## config.mk

```make
export PLATFORM = sky130hd
export DESIGN_NAME = i2c_master_register_access_flat
export DESIGN_NICKNAME = d
export VERILOG_FILES = /design/src/rtl/i2cm_pkg.sv /design/src/rtl/i2cm_if.sv /design/src/rtl/i2cm_ram.sv /design/src/rtl/i2cm_seq.sv /design/src/rtl/i2c_master_register_access.sv /design/src/flat_wrapper.sv
export SDC_FILE = /design/constraint.sdc
export NUM_CORES = 1
export LEC_CHECK = 0
export BUFFER_PORTS_ARGS = -buffer_cell sky130_fd_sc_hd__buf_4
export CAP_MARGIN = 15
export CORE_AREA = 3 3 141 143
export CTS_CLUSTER_DIAMETER = 40
export DETAILED_ROUTE_END_ITERATION = 12
export DIE_AREA = 0 0 144 146
export PLACE_DENSITY = 0.86
export SYNTH_ARGS = -nofsm -noshare
export SYNTH_HDL_FRONTEND = slang
export SYNTH_SLANG_ARGS = --single-unit
export TNS_END_PERCENT = 10
```

## constraint.sdc

```tcl
create_clock -name clock -period 6.8 [get_ports clock]
set_input_delay 1.36 -clock clock [delete_from_list [all_inputs] [get_ports clock]]
set_output_delay 1.36 -clock clock [all_outputs]
set_load 0.02 [all_outputs]
```

## src/rtl/i2cm_pkg.sv

```systemverilog
// Shared types and constants for the I2C master register access block.
`default_nettype none
package i2cm_pkg;

   typedef enum logic [1:0] {
      ACT_TICK  = 2'd0,
      ACT_WRITE = 2'd1,
      ACT_READ  = 2'd2,
      ACT_LOAD  = 2'd3
   } action_type;

   typedef enum logic [9:0] {
      PH_IDLE  = 10'b00_0000_0001,
      PH_START = 10'b00_0000_0010,
      PH_SBIT  = 10'b00_0000_0100,
      PH_SACK  = 10'b00_0000_1000,
      PH_GAP   = 10'b00_0001_0000,
      PH_RBIT  = 10'b00_0010_0000,
      PH_RTAIL = 10'b00_0100_0000,
      PH_MACK  = 10'b00_1000_0000,
      PH_NACK  = 10'b01_0000_0000,
      PH_STOP  = 10'b10_0000_0000
   } phase_type;

   typedef enum logic [3:0] {
      ST_DEV  = 4'b0001,
      ST_REG  = 4'b0010,
      ST_DATA = 4'b0100,
      ST_RDEV = 4'b1000
   } stage_type;

   localparam logic [15:0] SLOT_TICKS_RESET = 16'd10;

   typedef struct packed {
      logic [1:0] action;
      logic [7:0] device_address;
      logic [7:0] register_address;
      logic [7:0] write_data;
      logic [4:0] byte_count;
      logic       sda_in;
   } step_in_type;

   typedef struct packed {
      logic       scl_out;
      logic       sda_out;
      logic [7:0] read_data;
      logic       read_valid;
      logic       ack_received;
      logic       busy_res;
      logic       done_res;
   } step_out_type;

endpackage
`default_nettype wire

```

## src/rtl/i2cm_if.sv

```systemverilog
// Channel interfaces: request items, response items and the control register write.
`default_nettype none
interface i2cm_req_if;
   logic       valid;
   logic       ready;
   logic [1:0] action;
   logic [7:0] device_address;
   logic [7:0] register_address;
   logic [7:0] write_data;
   logic [4:0] byte_count;
   logic       sda_in;

   modport source (output valid, action, device_address, register_address, write_data,
                   byte_count, sda_in, input ready);
   modport sink (input valid, action, device_address, register_address, write_data,
                 byte_count, sda_in, output ready);
endinterface

interface i2cm_rsp_if;
   logic       valid;
   logic       ready;
   logic       scl_out;
   logic       sda_out;
   logic [7:0] read_data;
   logic       read_valid;
   logic       ack_received;
   logic       busy_res;
   logic       done_res;

   modport source (output valid, scl_out, sda_out, read_data, read_valid, ack_received,
                   busy_res, done_res, input ready);
   modport sink (input valid, scl_out, sda_out, read_data, read_valid, ack_received,
                 busy_res, done_res, output ready);
endinterface

interface i2cm_csr_if;
   logic        valid;
   logic        ready;
   logic [15:0] data;

   modport source (output valid, data, input ready);
   modport sink (input valid, data, output ready);
endinterface
`default_nettype wire

```

## src/rtl/i2cm_ram.sv

```systemverilog
// Generic single-port-write, registered-read RAM.
`default_nettype none
module i2cm_ram #(
   parameter int WIDTH = 8,
   parameter int DEPTH = 16,
   localparam int AW = (DEPTH > 1) ? $clog2(DEPTH) : 1
) (
   input  wire logic             clock,
   input  wire logic             wr_en,
   input  wire logic [AW-1:0]    wr_addr,
   input  wire logic [WIDTH-1:0] wr_data,
   input  wire logic [AW-1:0]    rd_addr,
   output logic      [WIDTH-1:0] rd_data
);
   logic [WIDTH-1:0] mem [DEPTH];

   always_ff @(posedge clock) begin
      if (wr_en) begin
         mem[wr_addr] <= wr_data;
      end
      rd_data <= mem[rd_addr];
   end
endmodule
`default_nettype wire

```

## src/rtl/i2cm_seq.sv

```systemverilog
// Slot sequencer: bus phase state, bit shifting and write buffer pointers.
`default_nettype none
module i2cm_seq #(
   parameter int BUFFER_DEPTH = 16,
   localparam int AW = (BUFFER_DEPTH > 1) ? $clog2(BUFFER_DEPTH) : 1,
   localparam int PW = $clog2(BUFFER_DEPTH + 1),
   localparam int CW = (PW > 5) ? PW : 5
) (
   input  wire logic                   clock,
   input  wire logic                   reset,
   input  wire logic                   step_en,
   input  wire i2cm_pkg::step_in_type  step_in,
   input  wire logic [15:0]            slot_ticks,
   output i2cm_pkg::step_out_type      step_out,
   output logic                        buf_we,
   output logic [AW-1:0]               buf_waddr,
   output logic [7:0]                  buf_wdata,
   output logic [AW-1:0]               buf_raddr,
   input  wire logic [7:0]             buf_rdata
);
   import i2cm_pkg::*;

   phase_type      phase_ff, phase_in;
   logic [1:0]     step_ff, step_in_nx;
   logic [15:0]    tick_ff, tick_in;
   logic [2:0]     bit_ff, bit_in;
   logic [7:0]     shift_ff, shift_in;
   logic [CW-1:0]  left_ff, left_in;
   logic [PW-1:0]  fill_ff, fill_in;
   logic [PW-1:0]  rptr_ff, rptr_in;
   logic [7:0]     dev_ff, dev_in;
   logic [7:0]     reg_ff, reg_in;
   logic           ack_ff, ack_in;
   logic           scl_ff, scl_in;
   logic           sda_lvl_ff, sda_lvl_in;
   stage_type      stage_ff, stage_in;
   logic           reading_ff, reading_in;

   logic           go_en;
   phase_type      go_ph;
   logic [1:0]     go_st;
   logic [15:0]    len;
   logic [16:0]    tick_sum;
   logic           out_valid;
   logic [7:0]     out_data;
   logic           out_done;
   logic [CW-1:0]  count_w;

   // The buffer is read continuously at the payload pointer; the pointer only
   // moves many items before the next payload fetch, so the data is settled.
   assign buf_raddr = rptr_ff[AW-1:0];
   assign buf_wdata = step_in.write_data;
   assign buf_waddr = fill_ff[AW-1:0];
   assign buf_we    = step_en && (phase_ff == PH_IDLE) && (step_in.action == ACT_LOAD)
                      && (fill_ff < PW'(BUFFER_DEPTH));

   assign len      = (slot_ticks == 16'd0) ? 16'd1 : slot_ticks;
   assign tick_sum = {1'b0, tick_ff} + 17'd1;
   assign count_w  = CW'(step_in.byte_count);

   always_comb begin
      phase_in   = phase_ff;
      step_in_nx = step_ff;
      tick_in    = tick_ff;
      bit_in     = bit_ff;
      shift_in   = shift_ff;
      left_in    = left_ff;
      fill_in    = fill_ff;
      rptr_in    = rptr_ff;
      dev_in     = dev_ff;
      reg_in     = reg_ff;
      ack_in     = ack_ff;
      scl_in     = scl_ff;
      sda_lvl_in = sda_lvl_ff;
      stage_in   = stage_ff;
      reading_in = reading_ff;
      go_en      = 1'b0;
      go_ph      = PH_IDLE;
      go_st      = 2'd0;
      out_valid  = 1'b0;
      out_data   = 8'd0;
      out_done   = 1'b0;

      if (phase_ff != PH_IDLE) begin
         tick_in = tick_sum[15:0];
         if (tick_sum >= {1'b0, len}) begin
            tick_in = 16'd0;
            unique case (phase_ff)
               PH_START: begin
                  go_en = 1'b1;
                  if (step_ff < 2'd2) begin
                     go_ph = PH_START;
                     go_st = step_ff + 2'd1;
                  end else begin
                     shift_in = (stage_ff == ST_RDEV) ? dev_ff + 8'd1 : dev_ff;
                     bit_in   = 3'd0;
                     go_ph    = PH_SBIT;
                  end
               end
               PH_SBIT: begin
                  go_en = 1'b1;
                  if (step_ff == 2'd0) begin
                     go_ph = PH_SBIT;
                     go_st = 2'd1;
                  end else if (bit_ff < 3'd7) begin
                     bit_in = bit_ff + 3'd1;
                     go_ph  = PH_SBIT;
                  end else begin
                     go_ph = PH_SACK;
                  end
               end
               PH_SACK: begin
                  go_en = 1'b1;
                  if (step_ff < 2'd2) begin
                     go_ph = PH_SACK;
                     go_st = step_ff + 2'd1;
                  end else begin
                     ack_in = !step_in.sda_in;
                     // Choose what follows the byte just sent.
                     if (stage_ff == ST_DEV) begin
                        stage_in = ST_REG;
                        shift_in = reg_ff;
                        bit_in   = 3'd0;
                        go_ph    = PH_SBIT;
                     end else if (stage_ff == ST_RDEV) begin
                        shift_in = 8'd0;
                        bit_in   = 3'd0;
                        go_ph    = PH_RBIT;
                     end else if (stage_ff == ST_REG && reading_ff) begin
                        go_ph = PH_GAP;
                     end else if (left_ff != '0) begin
                        rptr_in  = rptr_ff + PW'(1);
                        left_in  = left_ff - CW'(1);
                        stage_in = ST_DATA;
                        shift_in = buf_rdata;
                        bit_in   = 3'd0;
                        go_ph    = PH_SBIT;
                     end else begin
                        go_ph = PH_STOP;
                     end
                  end
               end
               PH_GAP: begin
                  go_en = 1'b1;
                  if (step_ff < 2'd2) begin
                     go_ph = PH_GAP;
                     go_st = step_ff + 2'd1;
                  end else begin
                     stage_in = ST_RDEV;
                     go_ph    = PH_START;
                  end
               end
               PH_RBIT: begin
                  go_en = 1'b1;
                  if (step_ff == 2'd0) begin
                     go_ph = PH_RBIT;
                     go_st = 2'd1;
                  end else if (bit_ff < 3'd7) begin
                     bit_in = bit_ff + 3'd1;
                     go_ph  = PH_RBIT;
                  end else begin
                     go_ph = PH_RTAIL;
                  end
               end
               PH_RTAIL: begin
                  go_en = 1'b1;
                  if (left_ff != '0) begin
                     left_in = left_ff - CW'(1);
                  end
                  go_ph = (left_in != '0) ? PH_MACK : PH_NACK;
               end
               PH_MACK: begin
                  go_en = 1'b1;
                  if (step_ff < 2'd2) begin
                     go_ph = PH_MACK;
                     go_st = step_ff + 2'd1;
                  end else begin
                     sda_lvl_in = 1'b1;
                     shift_in   = 8'd0;
                     bit_in     = 3'd0;
                     go_ph      = PH_RBIT;
                  end
               end
               PH_NACK: begin
                  go_en = 1'b1;
                  if (step_ff < 2'd2) begin
                     go_ph = PH_NACK;
                     go_st = step_ff + 2'd1;
                  end else begin
                     go_ph = PH_STOP;
                  end
               end
               PH_STOP: begin
                  if (step_ff < 2'd3) begin
                     go_en = 1'b1;
                     go_ph = PH_STOP;
                     go_st = step_ff + 2'd1;
                  end else begin
                     phase_in   = PH_IDLE;
                     step_in_nx = 2'd0;
                     out_done   = 1'b1;
                  end
               end
               default: begin
                  phase_in = PH_IDLE;
               end
            endcase
         end
      end else if (step_in.action == ACT_WRITE || step_in.action == ACT_READ) begin
         dev_in     = step_in.device_address;
         reg_in     = step_in.register_address;
         reading_in = (step_in.action == ACT_READ);
         if (reading_in) begin
            left_in = (count_w == '0) ? CW'(1) : count_w;
         end else begin
            left_in = (count_w > CW'(BUFFER_DEPTH)) ? CW'(BUFFER_DEPTH) : count_w;
            fill_in = '0;
         end
         rptr_in  = '0;
         stage_in = ST_DEV;
         bit_in   = 3'd0;
         tick_in  = 16'd0;
         go_en    = 1'b1;
         go_ph    = PH_START;
      end else if (step_in.action == ACT_LOAD) begin
         if (fill_ff < PW'(BUFFER_DEPTH)) begin
            fill_in = fill_ff + PW'(1);
         end
      end

      // Pin changes made on entry to a slot.
      if (go_en) begin
         phase_in   = go_ph;
         step_in_nx = go_st;
         unique case (go_ph)
            PH_START: begin
               if (go_st == 2'd0) begin
                  scl_in     = 1'b1;
                  sda_lvl_in = 1'b1;
               end else if (go_st == 2'd1) begin
                  sda_lvl_in = 1'b0;
               end else begin
                  scl_in = 1'b0;
               end
            end
            PH_SBIT: begin
               if (go_st == 2'd0) begin
                  scl_in     = 1'b0;
                  sda_lvl_in = shift_in[3'd7 - bit_in];
               end else begin
                  scl_in = 1'b1;
               end
            end
            PH_SACK: begin
               if (go_st == 2'd0) begin
                  scl_in = 1'b0;
               end else if (go_st == 2'd1) begin
                  sda_lvl_in = 1'b1;
               end else begin
                  scl_in = 1'b1;
               end
            end
            PH_GAP: begin
               if (go_st == 2'd1) begin
                  scl_in = 1'b0;
               end
            end
            PH_RBIT: begin
               if (go_st == 2'd0) begin
                  if (bit_in == 3'd0) begin
                     sda_lvl_in = 1'b1;
                  end
                  scl_in = 1'b0;
               end else begin
                  scl_in   = 1'b1;
                  shift_in = {shift_in[6:0], step_in.sda_in};
                  if (bit_in == 3'd7) begin
                     out_valid = 1'b1;
                     out_data  = shift_in;
                  end
               end
            end
            PH_RTAIL: begin
               scl_in = 1'b0;
            end
            PH_MACK, PH_NACK: begin
               if (go_st == 2'd0) begin
                  sda_lvl_in = (go_ph == PH_NACK);
               end else if (go_st == 2'd1) begin
                  scl_in = 1'b1;
               end else begin
                  scl_in = 1'b0;
               end
            end
            PH_STOP: begin
               if (go_st == 2'd0) begin
                  scl_in = 1'b0;
               end else if (go_st == 2'd1) begin
                  sda_lvl_in = 1'b0;
               end else if (go_st == 2'd2) begin
                  scl_in = 1'b1;
               end else begin
                  sda_lvl_in = 1'b1;
               end
            end
            default: begin
            end
         endcase
      end
   end

   always_comb begin
      step_out.scl_out      = scl_in;
      step_out.sda_out      = sda_lvl_in;
      step_out.read_data    = out_data;
      step_out.read_valid   = out_valid;
      step_out.ack_received = ack_in;
      step_out.busy_res     = (phase_in != PH_IDLE);
      step_out.done_res     = out_done;
   end

   always_ff @(posedge clock) begin
      if (reset) begin
         phase_ff   <= PH_IDLE;
         step_ff    <= 2'd0;
         tick_ff    <= 16'd0;
         bit_ff     <= 3'd0;
         shift_ff   <= 8'd0;
         left_ff    <= '0;
         fill_ff    <= '0;
         rptr_ff    <= '0;
         dev_ff     <= 8'd0;
         reg_ff     <= 8'd0;
         ack_ff     <= 1'b0;
         scl_ff     <= 1'b1;
         sda_lvl_ff <= 1'b1;
         stage_ff   <= ST_DEV;
         reading_ff <= 1'b0;
      end else if (step_en) begin
         phase_ff   <= phase_in;
         step_ff    <= step_in_nx;
         tick_ff    <= tick_in;
         bit_ff     <= bit_in;
         shift_ff   <= shift_in;
         left_ff    <= left_in;
         fill_ff    <= fill_in;
         rptr_ff    <= rptr_in;
         dev_ff     <= dev_in;
         reg_ff     <= reg_in;
         ack_ff     <= ack_in;
         scl_ff     <= scl_in;
         sda_lvl_ff <= sda_lvl_in;
         stage_ff   <= stage_in;
         reading_ff <= reading_in;
      end
   end
endmodule
`default_nettype wire

```

## src/rtl/i2c_master_register_access.sv

```systemverilog
// Top level of the I2C master register access block.
// Latency: each item's result is registered and offered on the cycle after acceptance.
// Throughput: one item per cycle; a new item is taken while the previous result waits,
// as long as the response register is empty or being drained in the same cycle.
// Write buffer bytes live in a registered-read RAM fetched ahead at the payload pointer.
// Synchronous active-high reset returns to idle with both bus lines released, slot 10.
`default_nettype none
module i2c_master_register_access #(
   parameter int BUFFER_DEPTH = 16,
   localparam int AW = (BUFFER_DEPTH > 1) ? $clog2(BUFFER_DEPTH) : 1
) (
   input wire logic  clock,
   input wire logic  reset,
   i2cm_req_if.sink  req_if,
   i2cm_rsp_if.source rsp_if,
   i2cm_csr_if.sink  csr_if
);
   import i2cm_pkg::*;

   logic          step_en;
   step_in_type   step_in;
   step_out_type  step_out;
   step_out_type  rsp_data_ff;
   logic          rsp_valid_ff, rsp_valid_in;
   logic [15:0]   slot_ticks_ff;
   logic          buf_we;
   logic [AW-1:0] buf_waddr;
   logic [7:0]    buf_wdata;
   logic [AW-1:0] buf_raddr;
   logic [7:0]    buf_rdata;

   assign req_if.ready = !rsp_valid_ff || rsp_if.ready;
   assign step_en      = req_if.valid && req_if.ready;
   assign csr_if.ready = 1'b1;

   assign step_in.action           = req_if.action;
   assign step_in.device_address   = req_if.device_address;
   assign step_in.register_address = req_if.register_address;
   assign step_in.write_data       = req_if.write_data;
   assign step_in.byte_count       = req_if.byte_count;
   assign step_in.sda_in           = req_if.sda_in;

   i2cm_seq #(.BUFFER_DEPTH(BUFFER_DEPTH)) u_seq (
      .clock      (clock),
      .reset      (reset),
      .step_en    (step_en),
      .step_in    (step_in),
      .slot_ticks (slot_ticks_ff),
      .step_out   (step_out),
      .buf_we     (buf_we),
      .buf_waddr  (buf_waddr),
      .buf_wdata  (buf_wdata),
      .buf_raddr  (buf_raddr),
      .buf_rdata  (buf_rdata)
   );

   i2cm_ram #(.WIDTH(8), .DEPTH(BUFFER_DEPTH)) u_buf (
      .clock   (clock),
      .wr_en   (buf_we),
      .wr_addr (buf_waddr),
      .wr_data (buf_wdata),
      .rd_addr (buf_raddr),
      .rd_data (buf_rdata)
   );

   assign rsp_valid_in = step_en || (rsp_valid_ff && !rsp_if.ready);

   always_ff @(posedge clock) begin
      if (reset) begin
         rsp_valid_ff  <= 1'b0;
         slot_ticks_ff <= SLOT_TICKS_RESET;
      end else begin
         rsp_valid_ff <= rsp_valid_in;
         if (csr_if.valid) begin
            slot_ticks_ff <= csr_if.data;
         end
      end
   end

   always_ff @(posedge clock) begin
      if (step_en) begin
         rsp_data_ff <= step_out;
      end
   end

   assign rsp_if.valid        = rsp_valid_ff;
   assign rsp_if.scl_out      = rsp_data_ff.scl_out;
   assign rsp_if.sda_out      = rsp_data_ff.sda_out;
   assign rsp_if.read_data    = rsp_data_ff.read_data;
   assign rsp_if.read_valid   = rsp_data_ff.read_valid;
   assign rsp_if.ack_received = rsp_data_ff.ack_received;
   assign rsp_if.busy_res     = rsp_data_ff.busy_res;
   assign rsp_if.done_res     = rsp_data_ff.done_res;
endmodule
`default_nettype wire

```

## src/flat_wrapper.sv

```systemverilog
// flat-port wrapper written by rule: the top's interface ports become plain ports
module i2c_master_register_access_flat import i2cm_pkg::*;
#(
   parameter int BUFFER_DEPTH = 16,
   localparam int AW = (BUFFER_DEPTH > 1) ? $clog2(BUFFER_DEPTH) : 1
)
  (clock, reset, req_if_valid, req_if_action, req_if_device_address, req_if_register_address, req_if_write_data, req_if_byte_count, req_if_sda_in, req_if_ready, rsp_if_valid, rsp_if_scl_out, rsp_if_sda_out, rsp_if_read_data, rsp_if_read_valid, rsp_if_ack_received, rsp_if_busy_res, rsp_if_done_res, rsp_if_ready, csr_if_valid, csr_if_data, csr_if_ready);
  i2cm_req_if req_if_i ();
  i2cm_rsp_if rsp_if_i ();
  i2cm_csr_if csr_if_i ();
  input wire logic clock;
  input wire logic reset;
  input wire logic [$bits(req_if_i.valid)-1:0] req_if_valid;
  input wire logic [$bits(req_if_i.action)-1:0] req_if_action;
  input wire logic [$bits(req_if_i.device_address)-1:0] req_if_device_address;
  input wire logic [$bits(req_if_i.register_address)-1:0] req_if_register_address;
  input wire logic [$bits(req_if_i.write_data)-1:0] req_if_write_data;
  input wire logic [$bits(req_if_i.byte_count)-1:0] req_if_byte_count;
  input wire logic [$bits(req_if_i.sda_in)-1:0] req_if_sda_in;
  output wire logic [$bits(req_if_i.ready)-1:0] req_if_ready;
  output wire logic [$bits(rsp_if_i.valid)-1:0] rsp_if_valid;
  output wire logic [$bits(rsp_if_i.scl_out)-1:0] rsp_if_scl_out;
  output wire logic [$bits(rsp_if_i.sda_out)-1:0] rsp_if_sda_out;
  output wire logic [$bits(rsp_if_i.read_data)-1:0] rsp_if_read_data;
  output wire logic [$bits(rsp_if_i.read_valid)-1:0] rsp_if_read_valid;
  output wire logic [$bits(rsp_if_i.ack_received)-1:0] rsp_if_ack_received;
  output wire logic [$bits(rsp_if_i.busy_res)-1:0] rsp_if_busy_res;
  output wire logic [$bits(rsp_if_i.done_res)-1:0] rsp_if_done_res;
  input wire logic [$bits(rsp_if_i.ready)-1:0] rsp_if_ready;
  input wire logic [$bits(csr_if_i.valid)-1:0] csr_if_valid;
  input wire logic [$bits(csr_if_i.data)-1:0] csr_if_data;
  output wire logic [$bits(csr_if_i.ready)-1:0] csr_if_ready;
  assign req_if_i.valid = req_if_valid;
  assign req_if_i.action = req_if_action;
  assign req_if_i.device_address = req_if_device_address;
  assign req_if_i.register_address = req_if_register_address;
  assign req_if_i.write_data = req_if_write_data;
  assign req_if_i.byte_count = req_if_byte_count;
  assign req_if_i.sda_in = req_if_sda_in;
  assign req_if_ready = req_if_i.ready;
  assign rsp_if_valid = rsp_if_i.valid;
  assign rsp_if_scl_out = rsp_if_i.scl_out;
  assign rsp_if_sda_out = rsp_if_i.sda_out;
  assign rsp_if_read_data = rsp_if_i.read_data;
  assign rsp_if_read_valid = rsp_if_i.read_valid;
  assign rsp_if_ack_received = rsp_if_i.ack_received;
  assign rsp_if_busy_res = rsp_if_i.busy_res;
  assign rsp_if_done_res = rsp_if_i.done_res;
  assign rsp_if_i.ready = rsp_if_ready;
  assign csr_if_i.valid = csr_if_valid;
  assign csr_if_i.data = csr_if_data;
  assign csr_if_ready = csr_if_i.ready;
  i2c_master_register_access #(.BUFFER_DEPTH(BUFFER_DEPTH)) u_core (.clock(clock), .reset(reset), .req_if(req_if_i), .rsp_if(rsp_if_i), .csr_if(csr_if_i));
endmodule
```

# After elaboration in Yosys (flattened, before gate mapping)
# Memory sizes are Yosys's and may differ from the RTL's. A register that Yosys moved wholly into a read port is not among the register bits.
# Index checks and enable logic that the tools add are counted.
[totals]
input_bits = 53
word_cells = 282
memories = 1
ramBits = 128
out_inout_bits = 17
register_bits = 109
[mem_list]
columns = ["memory", "words", "word_bits", "read_ports", "rd_clocked_by_memory_dff", "write_ports", "line", "text"]
rows = [
  ["u_core.u_buf.mem", 16, 8, 1, 1, 1, "i2cm_ram.sv:15", "logic [WIDTH-1:0] mem [DEPTH];"],
]
[classes]
n_eq_ne = 49
add_sub_neg = 8
reduce_logical = 41
order_cmp = 7
mux = 148
bitwise = 4
[ops]
columns = ["operator", "count"]
rows = [
  ["two-way mux 5 bit", 28],
  ["two-way mux 10 bit", 13],
  ["two-way mux 8 bit", 14],
  ["case mux 10 bit (9 select lines)", 1],
  ["two-way mux 16 bit", 4],
  ["two-way mux 4 bit", 11],
  ["two-way mux 1 bit", 42],
  ["two-way mux 3 bit", 12],
  ["case mux 8 bit (3 select lines)", 1],
  ["== test 10 bit, second input constant", 2],
  ["== test 10 x 2 -> 1 bit, second input constant", 2],
  ["== test 10 x 3 -> 1 bit, second input constant", 2],
  ["== test 10 x 4 -> 1 bit, second input constant", 2],
  ["== test 10 x 5 -> 1 bit, second input constant", 2],
  ["== test 10 x 6 -> 1 bit, second input constant", 2],
  ["== test 10 x 7 -> 1 bit, second input constant", 2],
  ["== test 10 x 8 -> 1 bit, second input constant", 2],
  ["== test 10 x 9 -> 1 bit, second input constant", 2],
  ["two-way mux 2 bit", 10],
  ["inequality test 10 x 1 -> 1 bit, second input constant", 2],
  ["case mux 10 bit (2 select lines)", 1],
  ["AND reduction 9 bit", 2],
  ["adder 16 x 1 -> 17 bit, second input constant", 1],
  ["greater-or-equal comparator 17 x 16 -> 1 bit", 1],
  ["52 further kinds", 96],
]

# Depth between registers and ports, before layout
# Gate-level depths: netlist of the first run.
[depth]
ltp_word = 15
ltp_mapped = 21
depth_no_buf = 18

# Modules after synthesis
# From an unflattened synthesis of the first run, not the netlist that was laid out.
[hier_totals]
hier_cells = 1150
area_unflattened_um2 = 12498.2
[modules_own_cells]
columns = ["module", "area_per_inst_um2", "n_inst", "seq_area_each_um2", "cells_per_inst"]
rows = [
  ["i2cm_seq", 6293.5, 1, 1541.5, 848],
  ["i2cm_ram", 5147.4, 1, 4003.8, 229],
  ["i2c_master_register_access", 1057.3, 1, 760.7, 73],
]

# Least setup slack after synthesis of the first run
# OpenSTA, ideal clock, no wires.
[synth_path]
path_type = "register to register"
start = "register u_core.u_seq.tick_ff[2]"
end = "register u_core.u_seq.scl_ff"
setup_ps = 114
setup_slack_ps = 2371
arrival_time_ps = 4315
stages_incl_launch_ff = 20
synth_period_minus_slack_ps = 4429
required_time_ps = 6686
path_buffers = 2
cell_sequence = "dfxtp_1 -> and3_1 -> and3_1 -> and3_1 -> and3_1 -> nand3_1 -> nor2_1 -> xor2_1 -> ha_1 -> nand4_1 -> nor2_1 -> a2111oi_0 -> o221a_2 -> buf_2 -> buf_1 -> nor2_1 -> a31oi_1 -> nor2_1 -> or2_2 -> a21o_1"
[synth_via]
elab_chain_len = 10
elab_cells_between_ends = 35
cone_classes = "1 x add/sub; 1 x order compare; 11 x eq/ne; 19 x mux; 3 x reduce/logical"
[synth_rtl]
columns = ["item", "line", "text"]
rows = [
  ["start, declared", "i2cm_seq.sv:25", "logic [15:0] tick_ff, tick_in;"],
  ["start signal, assigned", "i2cm_seq.sv:342", "tick_ff <= tick_in;"],
  ["adder 16 x 1 -> 17 bit (*)", "i2cm_seq.sv:58", "assign tick_sum = {1'b0, tick_ff} + 17'd1;"],
  ["greater-or-equal comparator 17 x 16 -> 1 bit (*)", "i2cm_seq.sv:86", "if (tick_sum >= {1'b0, len}) begin"],
  ["two-way mux 2 bit", "i2cm_seq.sv:86", ""],
  ["two-way mux 2 bit", "i2cm_seq.sv:84", "if (phase_ff != PH_IDLE) begin"],
  ["== test 2 bit", "i2cm_seq.sv:300", "end else if (go_st == 2'd2) begin"],
  ["two-way mux 1 bit", "i2cm_seq.sv:300", ""],
  ["two-way mux 1 bit", "i2cm_seq.sv:298", "end else if (go_st == 2'd1) begin"],
  ["two-way mux 1 bit", "i2cm_seq.sv:296", "if (go_st == 2'd0) begin"],
  ["case mux 1 bit (7 select lines)", "i2cm_seq.sv:235", "unique case (go_ph)"],
  ["two-way mux 1 bit (*)", "i2cm_seq.sv:232", "if (go_en) begin"],
  ["end signal, assigned", "i2cm_seq.sv:351", "scl_ff <= scl_in;"],
  ["end, declared", "i2cm_seq.sv:34", "logic scl_ff, scl_in;"],
]
# Mark *: on every way between the ends. The rest lies on a longest branch, timed or not.
# A chain may end at the register's enable or synchronous reset.

==> results.yml, run 1 <==
yosys:
  yosys-top-cells-area: "edfxtp_1 34%, dfxtp_1 16%, mux4_2 7.3%"
  yosysMostFrequentCell: "nor2_1"
  synth_edf_count: 142
  synthArstFlopShare_pct: 0
  synth_top_area_share_pct: 34.4
  yosysSeqAreaShare_pct: 50.9
  ys_top_cells_by_count: "147 x nor2_1, 142 x edfxtp_1, 102 x dfxtp_1"
  avgSynthCellArea_um2: 10.6
  yosysUniqueCellTypes: 84
  syn-num-nets: 1250
  synth_cells: 1167
  yosysTopAreaCell: "edfxtp_1"
  yosysWarnings: 0
  synth_top_flop_cell: "edfxtp_1"
  syn-cell-area_um2: 12400
  ys_seq_elements: 244
critical_path:
  crit_top_cell: "and3_1"
  end_kind: "flop"
  cp-startpoint: "u_core.u_seq.tick_ff[2]"
  arrival_ns: 5.86
  critPathMaxStageDelay_ns: 0.68
  critPathKind: "flop to flop"
  critical_path.max_fanout: 27
  cp.required_ns: 7.09
  cp-start-kind: "flop"
  critPathSlowestCell: "o221a_2"
  worst-path-buf-inv: 0
  path_delay_family: "compound AO/OA/AOI/OAI gates"
  r2r-start: "u_core.u_seq.tick_ff[2]"
  path_cells: "and3_1, and3_1, and3_1, and3_1, nand3_1, nor2_1, xor2_1, ha_1, nand4_1, nor2_1, a2111oi_0, o221a_2, o21ai_1, o21bai_1, a22o_1, o21ai_0, nand3_1, mux2_2"
cts:
  postCtsHoldBufs: 0
  cts.sinks: 244
  cts_setup_buffers: 0
  cts-root-buf: "clkbuf_16"
  cts_resized: 0
  cts_tree: "yes"
  insertion_delay_ns: 0.56
  cts-htree-levels: 1
  path_clk_slew_ns: 0.06
  cts_buffers: 31
  cts_buffer_depth: 3
outcome:
  outcome: "complete, no violations"
grt:
  grt_first_pass_wirelength_um: 51500
  antenna_found_initial: 0
  grt_pass1_vias: 9563
  grt_max_degree: 88
  grt_usage_pct: 30.7
  gr-total-overflow: 0
cells_and_area:
  antennaDiodeCount: 0
  n_fill_cell: 1182
  areaGrowthSynthToFinish_pct: 13.6
  fin_nets: 1290
  drive_gt1_share_pct: 16.4
sta:
  relSlewSlack_pct: 31.9
  setup_viol: 0
  finalCritPeriodShare_pct: 81.8
  finalCriticalPeriod_ns: 5.57
  rsz0062_at_grt: "no"
  clock_skew_ns: 0.0288
  maxSlewViolCount: 0
  final_hold_viol_count: 0
  fin_worst_hold_slack_ns: 0.455
  fin_setup_tns_ns: 0
  worstMarginPinSlew_ns: 1.01
  fmax_ghz: 0.180
placed_design:
  dp_hpwl_um: 21000
  place.gp.congestion: 0.958
  port_buffers: 68
flow_run:
  maxCapViolCount: 0
pwr:
  p_leak_nw: 5.05
  vdd_drop_max_mv: 0.283
  power_density_nw_per_um2: 260
die:
  die_height_um: 146
  rows: 50
  die_w_um: 144
  die-area_um2: 21000
  initial_core_util_pct: 66.2
  io_pins: 70
  core_um2: 18700
drt:
  wl_per_cell_um: 22.0
  vias_per_cell: 6.74
  finalWirelength_um: 32200
  vias: 9881
  drc: 0
  drtIter0Drc: 1160
  dr.pass1.iters: 6
  final_antenna_net_count: 0
hold_path:
  hp-start: "u_core.u_seq.reg_ff[2]"
  hp-class: "flop to flop"
power breakdown:
group          internal, mW  switching (mW)  total (mW)
logic                 0.140           0.238       0.379
registers              1.59          0.0322        1.63
clock network         0.998           0.659        1.66
per-stage QoR:
step	utilization [%]	setup slack, ns	power, mW	cells	instance area, um^2
after floorplan	-	2.37	1.90	1167	12400
after global placement	69.4	1.74	2.01	1405	13000
after detailed placement	69.4	1.54	2.02	1405	13000
after CTS	75.1	1.40	3.67	1463	14000
after global routing	75.2	0.847	3.77	1466	14100
final	75.2	1.23	3.66	1466	14100
metal layers:
layer  GRT usage, %  vias to the layer above  wire length (um)
met5              0                        -                 0
met4           11.1                        0              1070
met3           5.85                      104              2810
met2           50.0                      552             15700
met1           41.1                     4770             12600
li1               -                     4455                 -
state kept, by name (all words and copies together) (netlist names), 5 cells and up:
signal,count
u_core.slot_ticks_ff,16
u_core.u_seq.reg_ff,8
u_core.u_seq.fill_ff,5
u_core.rsp_if.read_data,8
u_core.u_buf.rd_data,8
u_core.u_seq.dev_ff,8
u_core.u_seq.phase_ff,10
u_core.u_buf.mem,128
u_core.u_seq.shift_ff,8
u_core.u_seq.left_ff,5
u_core.u_seq.tick_ff,16
worst min-delay path, cell delays in order, from the launching register on:
cell	delay [ns]
dfxtp_1	0.31
nand2_1	0.05
a21oi_1	0.05
logic make-up (layout without fill, tap and decap cells):
kind of cell | after synthesis | after routing | share of synthesized area [%]
fa+ha+maj | 30 | 30 | 3.03
mux | 70 | 70 | 9.76
other cells | 1 | 1 | 0.0303
simple gates | 440 | 440 | 17.7
xor+xnor | 31 | 31 | 2.19
compound gates | 237 | 237 | 12.8
buf+inv | 114 | 179 | 3.59
flops | 244 | 244 | 50.9
cells in the final DEF (no fill, tap or decap), types with 9 or more instances in the layout:
master / count
a211oi_1: 19
a21oi_1: 74
a22oi_1: 11
a31oi_1: 9
and3_1: 17
buf_4: 77
clkbuf_16: 31
dfxtp_1: 101
edfxtp_1: 142
ha_1: 30
inv_1: 41
mux2i_1: 27
mux4_2: 40
nand2_1: 98
nand2b_1: 11
nand3_1: 30
nand4_1: 22
nor2_1: 147
nor3_1: 39
o211ai_1: 9
o21ai_0: 30
or4_1: 9
xnor2_1: 11
xor2_1: 20
layout make-up:
type | instances | area, um^2 | area share, %
clock buffer | 36 | 825 | 5.86
clock inverter | 22 | 239 | 1.70
inverter | 41 | 154 | 1.09
multi-input combinational | 809 | 5650 | 40.2
sequential | 244 | 6310 | 44.8
tap | 234 | 293 | 2.08
timing repair buffer | 80 | 596 | 4.23
worst paths after layout:
path                            end  slack [ns]  cells past startpoint
max           u_core.rsp_if.scl_out        1.23                     18
max reg2reg   u_core.rsp_if.scl_out        1.23                     18
min reg2reg  u_core.u_seq.reg_ff[2]        0.46                      2
min          u_core.u_seq.reg_ff[2]        0.46                      2
Note: power is estimated with default switching activity, not from simulation.
==> run 2, diff against run 1 <==
Settings changed: ABC_AREA set to 1, CORE_AREA 3 3 141 143 to 3 3 147 149, DIE_AREA 0 0 144 146 to 0 0 150 152, PLACE_DENSITY 0.86 to 0.81.
Clock period 6.8 ns to 5.2 ns, I/O delays scaled along.
==> results.yml, run 2 <==
yosys:
  yosysWarnings: 0
  yosysUniqueCellTypes: 58
  synth_top_flop_cell: "edfxtp_1"
  syn-cell-area_um2: 12600
  synth_cells: 1467
  ys_top_cells_by_count: "240 x nand2_1, 162 x nor2_1, 150 x inv_1"
  yosys-top-cells-area: "edfxtp_1 34%, dfxtp_1 16%, nand2_1 7.1%"
  synth_top_area_share_pct: 33.8
  ys_seq_elements: 244
  synthArstFlopShare_pct: 0
  yosysMostFrequentCell: "nand2_1"
  yosysTopAreaCell: "edfxtp_1"
  synth_edf_count: 142
  yosysSeqAreaShare_pct: 50.0
  syn-num-nets: 1550
  avgSynthCellArea_um2: 8.60
cts:
  cts_tree: "yes"
  postCtsHoldBufs: 0
  cts_resized: 0
  path_clk_slew_ns: 0.05
  cts_buffers: 34
  cts_buffer_depth: 3
  insertion_delay_ns: 0.53
  cts-root-buf: "clkbuf_16"
  cts-htree-levels: 2
  cts.sinks: 244
  cts_setup_buffers: 0
die:
  die_w_um: 150
  rows: 52
  core_um2: 20300
  die_height_um: 152
  die-area_um2: 22800
  initial_core_util_pct: 62.1
  io_pins: 70
critical_path:
  cp-startpoint: "u_core.u_seq.tick_ff[0]"
  cp.required_ns: 5.47
  cp.depth: 29
  rrSetupSlack_ns: 0.76
  crit_top_cell: "nand2_1"
  r2r-start: "u_core.u_seq.tick_ff[0]"
  end_kind: "flop"
  critPathKind: "flop to flop"
  critPathSlowestCell: "nand2_2"
  critical_path.max_fanout: 28
  r2r_cells: 29
  cp-start-kind: "flop"
  endpoint: "u_core.rsp_if.sda_out"
  arrival_ns: 4.70
  critPathMaxStageDelay_ns: 0.43
  worst-path-buf-inv: 2
  path_delay_family: "simple AND/OR/NAND/NOR gates"
  r2r_end: "u_core.rsp_if.sda_out"
grt:
  grt_first_pass_wirelength_um: 51600
  grt_pass1_vias: 10100
  grt_max_degree: 69
  grt_usage_pct: 28.1
  gr-total-overflow: 0
  antenna_found_initial: 0
cells_and_area:
  post-route-util_pct: 70.8
  antennaDiodeCount: 0
  fin_nets: 1607
  layout_common_cells: "240 x nand2_1, 162 x nor2_1, 150 x inv_1"
  largest_reg_flops: 128
  mostFrequentLayoutCell: "nand2_1"
  areaGrowthSynthToFinish_pct: 14.0
  final_cell_area_um2: 14400
  reg.largest.list: "u_core.u_buf.mem (128), u_core.slot_ticks_ff (16), u_core.u_seq.tick_ff (16)"
  largest-register: "u_core.u_buf.mem"
  drive_gt1_share_pct: 13.5
  finalNonFillerCells: 1819
placed_design:
  place.gp.congestion: 1.01
  port_buffers: 68
  pre_cts_ws_ns: 0.848
  placed_area_um2: 13300
  dp_hpwl_um: 22000
  dp.cells: 1758
drt:
  drc: 0
  dr.pass1.iters: 6
  vias_per_cell: 5.93
  wl_per_cell_um: 17.9
  finalWirelength_um: 32600
  vias: 10800
  final_antenna_net_count: 0
  drtIter0Drc: 997
pwr:
  p_sw_share_pct: 25.4
  finalPower_mw: 4.68
  pwr-share-seq_pct: 45.2
  internal-power_mw: 3.49
  p_clk_share_pct: 46.5
  p_switching_mw: 1.19
  vdd_drop_max_mv: 0.311
  power_density_nw_per_um2: 325
  combinationalPowerShare_pct: 8.2
  p_leak_nw: 5.58
sta:
  finalCritPeriodShare_pct: 85.3
  fin_setup_tns_ns: 0
  worstMarginPinSlew_ns: 1.14
  final_hold_viol_count: 0
  relSlewSlack_pct: 23.9
  setup_ws_ns: 0.764
  setup_viol: 0
  clock_skew_ns: 0.0234
  fin_worst_hold_slack_ns: 0.452
  finalCriticalPeriod_ns: 4.44
  fmax_ghz: 0.225
  maxSlewViolCount: 0
  rsz0062_at_grt: "no"
flow_run:
  maxCapViolCount: 0
outcome:
  outcome: "complete, no violations"
hold_path:
  hp-class: "flop to flop"
-- run 2: changes by cell type in the layout (fill, tap and decap cells not counted), sizes merged, moves of 22 or more --
cell	change
nand2	+157
inv	+125
o21ai	+96
nand3	+54
mux4	-40
nor2	+32
a21oi	+31
o221ai	+22
-- run 2: how the worst min path moves through the flow --
| stage | from | endpoint | slack, ns | cells after the start |
|---|---|---|---|---|
| after floorplan | u_core.u_seq.reg_ff[4] | u_core.u_seq.reg_ff[4] | 0.42 | 2 |
| after global placement | u_core.u_seq.reg_ff[4] | u_core.u_seq.reg_ff[4] | 0.43 | 2 |
| after detailed placement | u_core.u_seq.reg_ff[4] | u_core.u_seq.reg_ff[4] | 0.44 | 2 |
| after CTS | u_core.u_seq.reg_ff[4] | u_core.u_seq.reg_ff[4] | 0.45 | 2 |
| after global routing | u_core.u_seq.reg_ff[7] | u_core.u_seq.reg_ff[7] | 0.47 | 2 |
| final | u_core.u_seq.reg_ff[1] | u_core.u_seq.reg_ff[1] | 0.45 | 2 |
-- run 2: kinds of logic (layout without fill, tap and decap cells) --
logic type	count (synthesis)	in the layout	synth area share, %
AND/OR/NAND/NOR	590	590	21.4
adder cells (fa/ha/maj)	30	30	2.98
multiplexers	22	22	1.75
XOR/XNOR	20	20	1.39
other	1	1	0.0297
flip-flops	244	244	50.0
buffers and inverters	232	314	7.12
AO/OA/AOI/OAI	328	328	15.4
-- run 2: layout make-up --
cell class	count	area, um^2
well taps	270	338
repair buffers	77	578
inverters	176	663
clock buffers	38	866
flip-flops and latches	244	6310
clock inverters	23	214
fillers	1548	5920
multi-input cells	991	5410
-- run 2: per-layer routing --
metal / vias up / GRT usage (%) / wire (um)
met5: - / 0 / 0
met1: 5052 / 36.5 / 13400
li1: 5165 / - / -
met4: 0 / 11.2 / 1190
met2: 465 / 46.4 / 15500
met3: 106 / 5.42 / 2420
-- run 2: tightest hold or removal path: cells and delay by family (launching register included) --
family | cells | cell delay [ns]
AOI/OAI and AO/OA | 1 | 0.05
buffers and inverters | 1 | 0.06
DFF | 1 | 0.29
-- run 2: power by group through the flow --
| stage | Sequential (mW) | Clock (mW) | Combinational (mW) |
|---|---|---|---|
| after detailed placement | 2.15 | 0 | 0.375 |
| after floorplan | 2.15 | 0 | 0.239 |
| after global placement | 2.15 | 0 | 0.367 |
| final | 2.12 | 2.18 | 0.385 |
| after global routing | 2.12 | 2.29 | 0.424 |
| after CTS | 2.11 | 2.20 | 0.379 |
==> run 3, diff against run 2 <==
Settings changed: ABC_AREA 1 to unset, CORE_AREA 3 3 147 149 to 3 3 153 155, DIE_AREA 0 0 150 152 to 0 0 156 158, MAX_ROUTING_LAYER set to met4, PLACE_DENSITY 0.81 to 0.77.
Clock period 5.2 ns to 4 ns, I/O delays scaled along.
==> results.yml, run 3 (synthesized netlist as in run 1, its figures left out) <==
cts:
  cts_buffer_depth: 3
  cts_buffers: 31
  postCtsHoldBufs: 0
  cts_tree: "yes"
  cts-root-buf: "clkbuf_16"
  insertion_delay_ns: 0.57
  cts.sinks: 244
  cts-htree-levels: 1
  path_clk_slew_ns: 0.06
pwr:
  p_leak_nw: 5.60
  power_density_nw_per_um2: 420
  finalPower_mw: 6.37
  vdd_drop_max_mv: 0.533
drt:
  vias_per_cell: 6.12
  dr.pass1.iters: 6
  final_antenna_net_count: 0
  vias: 9863
  drc: 0
  wl_per_cell_um: 20.6
  drtIter0Drc: 1053
  finalWirelength_um: 33100
die:
  die-area_um2: 24600
  die_height_um: 158
  die_w_um: 156
  rows: 54
  io_pins: 70
  initial_core_util_pct: 56.4
  core_um2: 22000
placed_design:
  dp.cells: 1547
  port_buffers: 68
  dp_hpwl_um: 23400
  place.gp.congestion: 0.926
  placed_area_um2: 13800
critical_path:
  worst-path-buf-inv: 2
  critical_path.max_fanout: 4
  end_kind: "flop"
  crit_top_cell: "and3_4"
  path_cells: "and3_4, and3_4, and3_4, and3_4, nand3_4, buf_6, xnor2_1, ha_1, nand4_1, nor2_4, a2111o_1, a211o_1, buf_4, nand2b_1, a2111o_1, a21oi_2, a2111o_1, o311ai_2, nand3_1"
  cp.required_ns: 4.45
  critPathMaxStageDelay_ns: 0.43
  critPathSlowestCell: "a2111o_1"
  path_delay_family: "compound AO/OA/AOI/OAI gates"
  cp-start-kind: "flop"
  arrival_ns: 4.45
  critPathKind: "flop to flop"
sta:
  setup_ws_ns: -0.00764
  rsz0062_at_grt: "yes"
  maxSlewViolCount: 0
  finalCriticalPeriod_ns: 4.01
  clock_skew_ns: 0.0131
  setup_viol: 2
  relSlewSlack_pct: 50.4
  worstMarginPinSlew_ns: 0.743
  final_hold_viol_count: 0
  fmax_ghz: 0.250
  fin_worst_hold_slack_ns: 0.455
  finalCritPeriodShare_pct: 100
cells_and_area:
  mostFrequentLayoutCell: "buf_4"
  largest_reg_flops: 128
  drive_gt1_share_pct: 25.8
  reg.largest.list: "u_core.u_buf.mem (128), u_core.slot_ticks_ff (16), u_core.u_seq.tick_ff (16)"
  fin_nets: 1389
  largest-register: "u_core.u_buf.mem"
  areaGrowthSynthToFinish_pct: 22.6
  layout_common_cells: "174 x buf_4, 142 x edfxtp_1, 139 x nor2_1"
  antennaDiodeCount: 0
  finalNonFillerCells: 1611
  post-route-util_pct: 69.1
  final_cell_area_um2: 15200
grt:
  antenna_found_initial: 0
  grt_first_pass_wirelength_um: 53100
  grt_max_degree: 61
  grt_usage_pct: 28.1
  grt_pass1_vias: 9748
  gr-total-overflow: 0
hold_path:
  hp-class: "flop to flop"
flow_run:
  maxCapViolCount: 0
outcome:
  outcome: "complete, but fails checks"
  violations: "negative setup slack"
## run 3: cell count changes in the layout (fill, tap and decap cells not counted), sizes merged, moves of 11 or more
cell,before,now
and3,0,17
a211oi,5,19
clkinv,23,8
nand3,85,31
nand2,255,98
buf,77,179
mux4,0,40
nand2b,0,11
inv,173,49
a22oi,1,12
a21oi,107,76
o21ai,132,36
o221ai,24,2
nor2,179,147
## run 3: repair_timing
action                     CTS  global route
pin swaps                   10            28
setup buffers                3             3
gates resized for setup      8            41
setup endpoints to repair   16            36
## run 3: per-stage QoR
step | worst slack, ns | TNS [ns]
floorplan | -0.0229 | -0.0411
global placement | -0.0678 | -0.0893
detailed placement | -0.137 | -0.368
CTS | -0.0550 | -0.0572
global route | -0.188 | -1.18
finish | -0.00764 | -0.0137
## run 3: per-layer routing
layer	up-vias	part of all wire [%]	GRT usage (%)
li1	4661	-	-
met1	4766	41	36.2
met2	364	50	46.6
met3	72	6.1	4.13
met4	0	2.6	8.12
met5	-	0	-
## run 3: where the power goes
part,total (mW),leakage (nW),switching [mW],internal (mW)
registers,2.77,2.12,0.0558,2.71
clock network,2.87,0.526,1.13,1.74
logic,0.738,2.95,0.429,0.309
## run 3: worst paths after layout
| path | from | end | slack, ns | cells after the start |
|---|---|---|---|---|
| worst min register to register | u_core.u_seq.reg_ff[3] | u_core.u_seq.reg_ff[3] | 0.46 | 2 |
| worst max-delay path | u_core.u_seq.tick_ff[0] | u_core.u_seq.sda_lvl_ff | -0.008 | 19 |
| worst min-delay path | u_core.u_seq.reg_ff[3] | u_core.u_seq.reg_ff[3] | 0.46 | 2 |
| worst max register to register | u_core.u_seq.tick_ff[0] | u_core.u_seq.sda_lvl_ff | -0.008 | 19 |
## run 3: cell type report
cell class	instances	area [um^2]
clock inverters	23	283
well taps	280	350
clock buffers	35	801
flip-flops and latches	244	6310
repair buffers	179	1380
fillers	1590	6780
inverters	41	154
multi-input cells	809	5900
## run 3: worst register-to-register path: stages (launching register included)
cell and delay (ns):
dfxtp_2 0.34, and3_4 0.18, and3_4 0.18, and3_4 0.18, and3_4 0.20, nand3_4 0.09, buf_6 0.15, xnor2_1 0.13
ha_1 0.30, nand4_1 0.15, nor2_4 0.07, a2111o_1 0.43, a211o_1 0.28, buf_4 0.15, nand2b_1 0.06, a2111o_1 0.16
a21oi_2 0.06, a2111o_1 0.43, o311ai_2 0.24, nand3_1 0.11
